===== config.mk =====
export PLATFORM = sky130hd
export DESIGN_NAME = x86_div_idiv_64_by_32_core
export DESIGN_NICKNAME = d
export VERILOG_FILES = /design/src/rtl/xdiv_pkg.sv /design/src/rtl/xdiv_pre.sv /design/src/rtl/xdiv_step.sv /design/src/rtl/xdiv_post.sv /design/src/rtl/x86_div_idiv_64_by_32_core.sv
export VERILOG_INCLUDE_DIRS = /design/src /design/src/rtl
export SDC_FILE = /design/constraint.sdc
export NUM_CORES = 2
export LEC_CHECK = 0
export ABC_AREA = 0
export BUFFER_PORTS_ARGS = -buffer_cell sky130_fd_sc_hd__buf_2
export CAP_MARGIN = 25
export CORE_UTILIZATION = 42
export DETAILED_ROUTE_END_ITERATION = 10
export SLEW_MARGIN = 40
export SYNTH_ARGS = -nofsm -noshare
export SYNTH_HDL_FRONTEND = slang
export SYNTH_HIERARCHICAL = 1
export SYNTH_SLANG_ARGS = --single-unit

===== constraint.sdc =====
create_clock -name clk -period 35.9 [get_ports clk]
set_input_delay 5.385 -clock clk [delete_from_list [all_inputs] [get_ports clk]]
set_output_delay 5.385 -clock clk [all_outputs]
set_load 0.1 [all_outputs]

===== src/rtl/assert_macros.svh =====
// Assertion helpers. Both sample on clk and are disabled while rst_n is low.
`ifndef ASSERT_MACROS_SVH
`define ASSERT_MACROS_SVH

`ifndef NO_ASSERTIONS

`define ASSERT_ALWAYS(label, cond, msg) \
    label: assert property (@(posedge clk) disable iff (!rst_n) (cond)) else $error(msg);

`define ASSERT_IMPLIES(label, ante, cons, msg) \
    label: assert property (@(posedge clk) disable iff (!rst_n) (ante) |-> (cons)) \
        else $error(msg);

`else

`define ASSERT_ALWAYS(label, cond, msg)

`define ASSERT_IMPLIES(label, ante, cons, msg)

`endif

`endif


===== src/rtl/xdiv_pkg.sv =====
package xdiv_pkg;

    localparam int WORD_BITS      = 32;
    localparam int BITS_PER_STAGE = 4;
    localparam int NUM_STAGES     = WORD_BITS / BITS_PER_STAGE;

    localparam logic [WORD_BITS-1:0] SIGN_LIMIT = {1'b1, {(WORD_BITS-1){1'b0}}};

    typedef logic [WORD_BITS-1:0] word_t;

    // Payload carried down the divider pipeline.
    typedef struct packed {
        word_t rem;        // partial remainder, below dmag unless err is set
        word_t quo;        // dividend low bits shifting out, quotient bits shifting in
        word_t dmag;       // divisor magnitude
        word_t orig_high;
        word_t orig_low;
        logic  is_signed;
        logic  nneg;       // dividend negative (signed only)
        logic  qneg;       // quotient negative (signed only)
        logic  err;        // zero divisor or high word too large
    } stage_t;

endpackage


===== src/rtl/xdiv_pre.sv =====
module xdiv_pre (
    input  logic             clk,
    input  logic             rst_n,
    input  logic             in_valid,
    output logic             in_ready,
    input  logic             func,
    input  xdiv_pkg::word_t  dividend_high,
    input  xdiv_pkg::word_t  dividend_low,
    input  xdiv_pkg::word_t  divisor,
    output logic             out_valid,
    input  logic             out_ready,
    output xdiv_pkg::stage_t out_data
);
    import xdiv_pkg::*;

    logic                   valid_reg;
    logic                   valid_next;
    stage_t                 data_reg;
    stage_t                 data_next;
    logic [2*WORD_BITS-1:0] num;
    logic [2*WORD_BITS-1:0] nmag;
    logic                   nneg;
    logic                   dneg;
    word_t                  dmag;

    assign in_ready  = !valid_reg || out_ready;
    assign out_valid = valid_reg;
    assign out_data  = data_reg;

    always_comb
    begin
        num  = {dividend_high, dividend_low};
        nneg = func & dividend_high[WORD_BITS-1];
        dneg = func & divisor[WORD_BITS-1];
        nmag = nneg ? (~num + {{(2*WORD_BITS-1){1'b0}}, 1'b1}) : num;
        dmag = dneg ? (~divisor + {{(WORD_BITS-1){1'b0}}, 1'b1}) : divisor;

        data_next.rem       = nmag[2*WORD_BITS-1:WORD_BITS];
        data_next.quo       = nmag[WORD_BITS-1:0];
        data_next.dmag      = dmag;
        data_next.orig_high = dividend_high;
        data_next.orig_low  = dividend_low;
        data_next.is_signed = func;
        data_next.nneg      = nneg;
        data_next.qneg      = nneg ^ dneg;
        // quotient needs more than a word when the high part is not below the divisor
        data_next.err       = (divisor == '0) || (nmag[2*WORD_BITS-1:WORD_BITS] >= dmag);

        valid_next = in_ready ? in_valid : valid_reg;
    end

    always_ff @(posedge clk or negedge rst_n)
    begin
        if (!rst_n)
        begin
            valid_reg <= 1'b0;
        end
        else
        begin
            valid_reg <= valid_next;
        end
    end

    always_ff @(posedge clk)
    begin
        if (in_ready && in_valid)
        begin
            data_reg <= data_next;
        end
    end

endmodule


===== src/rtl/xdiv_step.sv =====
module xdiv_step (
    input  logic             clk,
    input  logic             rst_n,
    input  logic             in_valid,
    output logic             in_ready,
    input  xdiv_pkg::stage_t in_data,
    output logic             out_valid,
    input  logic             out_ready,
    output xdiv_pkg::stage_t out_data
);
    import xdiv_pkg::*;

    logic           valid_reg;
    logic           valid_next;
    stage_t         data_reg;
    stage_t         data_next;
    word_t          rem;
    word_t          quo;
    logic [WORD_BITS:0] trial;
    logic [WORD_BITS:0] diff;

    assign in_ready  = !valid_reg || out_ready;
    assign out_valid = valid_reg;
    assign out_data  = data_reg;

    // restoring division, BITS_PER_STAGE quotient bits per stage
    always_comb
    begin
        rem = in_data.rem;
        quo = in_data.quo;
        trial = '0;
        diff  = '0;
        for (int k = 0; k < BITS_PER_STAGE; k++)
        begin
            trial = {rem, quo[WORD_BITS-1]};
            diff  = trial - {1'b0, in_data.dmag};
            if (!diff[WORD_BITS])
            begin
                rem = diff[WORD_BITS-1:0];
                quo = {quo[WORD_BITS-2:0], 1'b1};
            end
            else
            begin
                rem = trial[WORD_BITS-1:0];
                quo = {quo[WORD_BITS-2:0], 1'b0};
            end
        end
        data_next     = in_data;
        data_next.rem = rem;
        data_next.quo = quo;

        valid_next = in_ready ? in_valid : valid_reg;
    end

    always_ff @(posedge clk or negedge rst_n)
    begin
        if (!rst_n)
        begin
            valid_reg <= 1'b0;
        end
        else
        begin
            valid_reg <= valid_next;
        end
    end

    always_ff @(posedge clk)
    begin
        if (in_ready && in_valid)
        begin
            data_reg <= data_next;
        end
    end

endmodule


===== src/rtl/xdiv_post.sv =====
module xdiv_post (
    input  logic             clk,
    input  logic             rst_n,
    input  logic             in_valid,
    output logic             in_ready,
    input  xdiv_pkg::stage_t in_data,
    output logic             out_valid,
    input  logic             out_ready,
    output xdiv_pkg::word_t  quotient,
    output xdiv_pkg::word_t  remainder,
    output logic             divide_error
);
    import xdiv_pkg::*;

    logic  valid_reg;
    logic  valid_next;
    word_t quotient_reg;
    word_t quotient_next;
    word_t remainder_reg;
    word_t remainder_next;
    logic  error_reg;
    logic  error_next;
    logic  ovf;

    assign in_ready     = !valid_reg || out_ready;
    assign out_valid    = valid_reg;
    assign quotient     = quotient_reg;
    assign remainder    = remainder_reg;
    assign divide_error = error_reg;

    always_comb
    begin
        // signed range: magnitude up to 2^31 when negative, below 2^31 otherwise
        ovf = in_data.is_signed &&
              (in_data.qneg ? (in_data.quo > SIGN_LIMIT) : in_data.quo[WORD_BITS-1]);
        error_next = in_data.err || ovf;
        if (error_next)
        begin
            quotient_next  = in_data.orig_low;
            remainder_next = in_data.orig_high;
        end
        else
        begin
            quotient_next  = in_data.qneg ? (~in_data.quo + {{(WORD_BITS-1){1'b0}}, 1'b1})
                                          : in_data.quo;
            remainder_next = in_data.nneg ? (~in_data.rem + {{(WORD_BITS-1){1'b0}}, 1'b1})
                                          : in_data.rem;
        end

        valid_next = in_ready ? in_valid : valid_reg;
    end

    always_ff @(posedge clk or negedge rst_n)
    begin
        if (!rst_n)
        begin
            valid_reg <= 1'b0;
        end
        else
        begin
            valid_reg <= valid_next;
        end
    end

    always_ff @(posedge clk)
    begin
        if (in_ready && in_valid)
        begin
            quotient_reg  <= quotient_next;
            remainder_reg <= remainder_next;
            error_reg     <= error_next;
        end
    end

endmodule


===== src/rtl/x86_div_idiv_64_by_32_core.sv =====
// 64-by-32 DIV/IDIV unit: one division accepted per cycle unless stalled,
// passing one sign/range stage, eight stages of four restoring-division bits each
// and one fix-up/output register. Each stage stalls only when it holds a beat
// that the next stage cannot take, so bubbles collapse and the input stays ready
// while the pipeline has room. Divide error (zero divisor or quotient out of range)
// returns the original EDX:EAX unchanged in remainder:quotient.
`include "assert_macros.svh"

module x86_div_idiv_64_by_32_core (
    input  logic        clk,
    input  logic        rst_n,
    input  logic        s_axis_tvalid,
    output logic        s_axis_tready,
    input  logic [95:0] s_axis_tdata,   // dividend_high, dividend_low, divisor
    input  logic        s_axis_tuser,   // func
    output logic        m_axis_tvalid,
    input  logic        m_axis_tready,
    output logic [63:0] m_axis_tdata,   // quotient, remainder
    output logic        m_axis_tuser    // divide_error
);
    import xdiv_pkg::*;

    stage_t pipe_data  [NUM_STAGES+1];
    logic   pipe_valid [NUM_STAGES+1];
    logic   pipe_ready [NUM_STAGES+1];
    word_t  quotient;
    word_t  remainder;

    xdiv_pre u_pre (
        .clk           (clk),
        .rst_n         (rst_n),
        .in_valid      (s_axis_tvalid),
        .in_ready      (s_axis_tready),
        .func          (s_axis_tuser),
        .dividend_high (s_axis_tdata[WORD_BITS-1:0]),
        .dividend_low  (s_axis_tdata[2*WORD_BITS-1:WORD_BITS]),
        .divisor       (s_axis_tdata[3*WORD_BITS-1:2*WORD_BITS]),
        .out_valid     (pipe_valid[0]),
        .out_ready     (pipe_ready[0]),
        .out_data      (pipe_data[0])
    );

    for (genvar i = 0; i < NUM_STAGES; i++)
    begin : g_step
        xdiv_step u_step (
            .clk       (clk),
            .rst_n     (rst_n),
            .in_valid  (pipe_valid[i]),
            .in_ready  (pipe_ready[i]),
            .in_data   (pipe_data[i]),
            .out_valid (pipe_valid[i+1]),
            .out_ready (pipe_ready[i+1]),
            .out_data  (pipe_data[i+1])
        );
    end

    xdiv_post u_post (
        .clk          (clk),
        .rst_n        (rst_n),
        .in_valid     (pipe_valid[NUM_STAGES]),
        .in_ready     (pipe_ready[NUM_STAGES]),
        .in_data      (pipe_data[NUM_STAGES]),
        .out_valid    (m_axis_tvalid),
        .out_ready    (m_axis_tready),
        .quotient     (quotient),
        .remainder    (remainder),
        .divide_error (m_axis_tuser)
    );

    assign m_axis_tdata = {remainder, quotient};

    // back-pressure on the input only when the output holds a beat
    `ASSERT_IMPLIES(a_stall_needs_output, !s_axis_tready, m_axis_tvalid,
                    "input stalled with no result waiting")
    `ASSERT_IMPLIES(a_zero_div_flags, pipe_valid[0] && (pipe_data[0].dmag == '0),
                    pipe_data[0].err, "zero divisor not flagged")
    `ASSERT_IMPLIES(a_partial_rem_bound,
                    pipe_valid[NUM_STAGES] && !pipe_data[NUM_STAGES].err,
                    pipe_data[NUM_STAGES].rem < pipe_data[NUM_STAGES].dmag,
                    "remainder not below divisor")

endmodule

# Word level (Yosys, flattened, before mapping)

Cells that the tools add are included.
Widths: inputs -> output; s select.

Output and inout port bits: 67
Register bits after elaboration: 1519

Reduce and logical (&&, ||, !) cells: 34
Bitwise gates (word level): 7
$add $sub $neg: 36
Mux-type cells: 71
$lt $le $gt $ge: 2

Operators by type and width:

| kind                  | number |
|---|---|
| $mux 32               | 37 |
| $sub 33x32->33        | 32 |
| $add 32x1->32 const B | 3 |
| $not 32->32           | 3 |
| $add 64x1->64 const B | 1 |
| $mux 64               | 1 |
| $not 64->64           | 1 |
| $mux 1                | 33 |
| $ge 32x32->1          | 1 |
| $gt 32x32->1 const B  | 1 |
| $logic_not 32->1      | 1 |
| $logic_or 1x1->1      | 12 |
| $logic_and 1x1->1     | 11 |
| $logic_not 1->1       | 10 |
| $and 1x1->1           | 2 |
| $xor 1x1->1           | 1 |

# Logic depth before layout (Yosys ltp)

Depth in word-level cells: 12
Mapped depth: 62
Mapped depth without buffers: 55

# Cells and area by module

Netlist, hierarchy kept.

By module, submodules not included:

| module                            | seq. area each (um^2) | cells each | area each (um^2) | instances |
|---|---|---|---|---|
| xdiv_step at g_step[4].u_step ... | 4949.7                | 1487       | 13987.2          | 3 |
| xdiv_step at g_step[1].u_step ... | 4949.7                | 1373       | 13351.6          | 3 |
| xdiv_step at g_step[7].u_step     | 4949.7                | 1494       | 14007.2          | 1 |
| xdiv_step at g_step[0].u_step     | 4949.7                | 1251       | 12759.7          | 1 |
| xdiv_pre                          | 4919.7                | 601        | 7982.7           | 1 |
| xdiv_post                         | 1976.9                | 367        | 4503.1           | 1 |

# Least setup slack after synthesis

OpenSTA, ideal clock, no wires.

Kind: in2out
Start: input m_axis_tready
End: output s_axis_tready
Slack: 23.055 ns
Arrival: 7.460 ns
Data required time: 30.515 ns
Stages: 10
Cell sequence: nand2b_1 > nand2b_1 > nand2b_1 > nand2b_1 > nand2b_1 > nand2b_1 > nand2b_1 > nand2b_1 > nand2b_1 > nand2b_1

RTL lines:

| item        | line                             | source |
|---|---|---|
| from (decl) | x86_div_idiv_64_by_32_core.sv:17 | `input logic m_axis_tready,` |
| to (decl)   | x86_div_idiv_64_by_32_core.sv:13 | `output logic s_axis_tready,` |

# Final worst setup path

Start: register g_step[0].u_step.data_reg (netlist bit g_step[0].u_step/out_data[69])
End: register g_step[1].u_step.data_reg (netlist bit g_step[1].u_step/out_data[132]) (data pin)

Cells in the longest elaborated chain, start to end: 8

Ends and longest elaborated chain:

| item                        | line            | source |
|---|---|---|
| from (decl)                 | xdiv_step.sv:15 | `stage_t data_reg;` |
| from (signal assigned)      | xdiv_step.sv:71 | `data_reg <= data_next;` |
| $sub 33x32->33              | xdiv_step.sv:36 | `diff = trial - {1'b0, in_data.dmag};` |
| $mux 32                     | xdiv_step.sv:37 | `if (!diff[WORD_BITS])` |
| $sub 33x32->33              | xdiv_step.sv:36 |  |
| $mux 32                     | xdiv_step.sv:37 |  |
| $sub 33x32->33              | xdiv_step.sv:36 |  |
| $mux 32                     | xdiv_step.sv:37 |  |
| $sub 33x32->33 *            | xdiv_step.sv:36 |  |
| $mux 32 *                   | xdiv_step.sv:37 |  |
| net g_step[1].u_step.rem[0] | xdiv_step.sv:17 | `word_t rem;` |
| to (signal assigned)        | xdiv_step.sv:71 |  |
| to (decl)                   | xdiv_step.sv:15 |  |

Mark *: on every way through the listed nets, which the timed path passes. The rest lies on a longest branch.
A chain may end at the register's enable or synchronous reset.

==> metrics <==
max reg flops 1280; Rows 196; status finished, final reports clean; Die Y 537.2 µm; Critical path origin g_step[0].u_step/out_data[69]; Syn Inst Count 12260; Final Cycle Share 0.4667; I/O Buffers 167; TritonCTS buffer count 173; total track usage 0.2436; Hold Fails Final Rpt 0; initial antenna violation count 38; die outline area 288600 µm²; Setup Buffers After CTS 0; wire per inst 22.35 µm; Final Setup Violations 0; HP Class reg2reg; most common cell after layout, fill and taps aside edfxtp_1; nets 13560; most frequent cells in the layout edfxtp_1 (1508), a21oi_1 (1187), ha_1 (1060); drc violations 0; layout cell share with drive strength beyond 1 0.07302; first drt pass iteration count 8; GR Overflow Total 0; Buf/Inv on CP 8; CP Max Fanout 54; hold path cells 0; Slew Limit Fails 0; Die Width 537.2 µm; Clock Tree Root clkbuf_16; vias in the first global route 91250; max cap viols 0; Hold Buf Count CTS 0; Worst path max stage delay 0.64 ns; area of the mapped netlist 120300 µm²; gpl congestion 0.9662; post-route ant nets 0; Avg Synthesized Cell Area 9.812 µm²; worst path required time 36.52 ns; vias per cell 5.887; slew margin rel. 0.3508; fin crit period 16.76 ns; HP Start g_step[0].u_step/out_data[100]; H-tree Lvls 4; worst slew pin tran 0.9668 ns; final clock skew 0.08056 ns; Skew-Pair Late Insertion Delay 0.82 ns; maximum number of pins on one net before global-route repair 73; fmax 59.68 MHz; CP Launch Type register; Fillers 26810; DP HPWL 290.4 mm; Arrival @ worst endpoint 17.37 ns; CTS clock-pin slew for the worst setup and hold paths 0.06 ns; crit path kind reg2reg; post-CTS sizing 0; Vias 95770; RSZ-0062 raised after global routing no; overall routed net length 363.6 mm; setup TNS 0 ns; Core Region 285000 µm²; R2R cell count 51; Slowest cell on crit path edfxtp_1; CP Capture Type register; clk buf depth 4; CTS tree done; initial core utilization 0.4222; CTS sink count 1518; 1st-iter DRT viols 8202; synth-to-layout area growth 8.535%; syn nets 13450; Yosys warnings 6; reg2reg start g_step[0].u_step/out_data[69]; IO Count 168; first-pass GRT wire length 544.7 mm; CP Depth 51; family with the most delay on the worst path compound AO/OA/AOI/OAI gates; R2R Setup Slk 19.14 ns
==> final cells by class <==
class | count | area [µm²] | share of cell area
multi-input cells | 9796 | 71050 | 0.5442
diodes | 16 | 40.04 | 0.0003066
well taps | 3762 | 4707 | 0.03605
repair buffers | 251 | 1538 | 0.01178
inverters | 623 | 2341 | 0.01793
clock buffers | 207 | 4499 | 0.03446
flip-flops and latches | 1518 | 45530 | 0.3487
clock inverters | 94 | 863.3 | 0.006612
==> metrics by stage <==
step | worst slack [ns] | util | hold slack (ns) | std cells | cell area, µm²
5_1_grt | 18.41 | 0.4582 | 0.3998 | 16260 | 130600
2_1_floorplan | 23.05 | - | 0.4003 | 12260 | 120300
4_1_cts | 19.66 | 0.4578 | 0.3994 | 16250 | 130500
6_report | 19.14 | 0.4582 | 0.4019 | 16270 | 130600
3_5_place_dp | 19.71 | 0.4390 | 0.4045 | 15950 | 125100
3_3_place_gp | 19.62 | 0.4385 | 0.4010 | 15950 | 125000
==> layer usage <==
layer | wire length (µm) | GRT usage
met3 | 17570 | 0.02727
met4 | 16800 | 0.1088
met5 | 45 | 0
met2 | 170100 | 0.4046
met1 | 159200 | 0.3188
==> worst register-to-register path, delay by kind of cell, from the launching register on <==
family | cells | cell delay, ns
AOI/OAI and AO/OA | 24 | 7.84
xor gates and xnor gates | 3 | 0.63
adders and majority gates | 4 | 1.65
buffers and inverters | 8 | 3.01
DFF | 1 | 0.64
muxes | 3 | 1.21
and+or+nand+nor | 9 | 1.61
==> path summary, 6_finish.rpt <==
path,endpoint
worst max register to register,g_step[1].u_step/out_data[132]
worst min register to register,g_step[1].u_step/out_data[104]
worst min-delay path,g_step[1].u_step/out_data[104]
worst max-delay path,g_step[1].u_step/out_data[132]
max in group asynchronous,g_step[5].u_step/out_valid
min in group asynchronous,g_step[0].u_step/out_valid
Power is left out: the tool's default activity adds up to more than one toggle a clock period on the data nets, which glitch-free logic cannot reach.
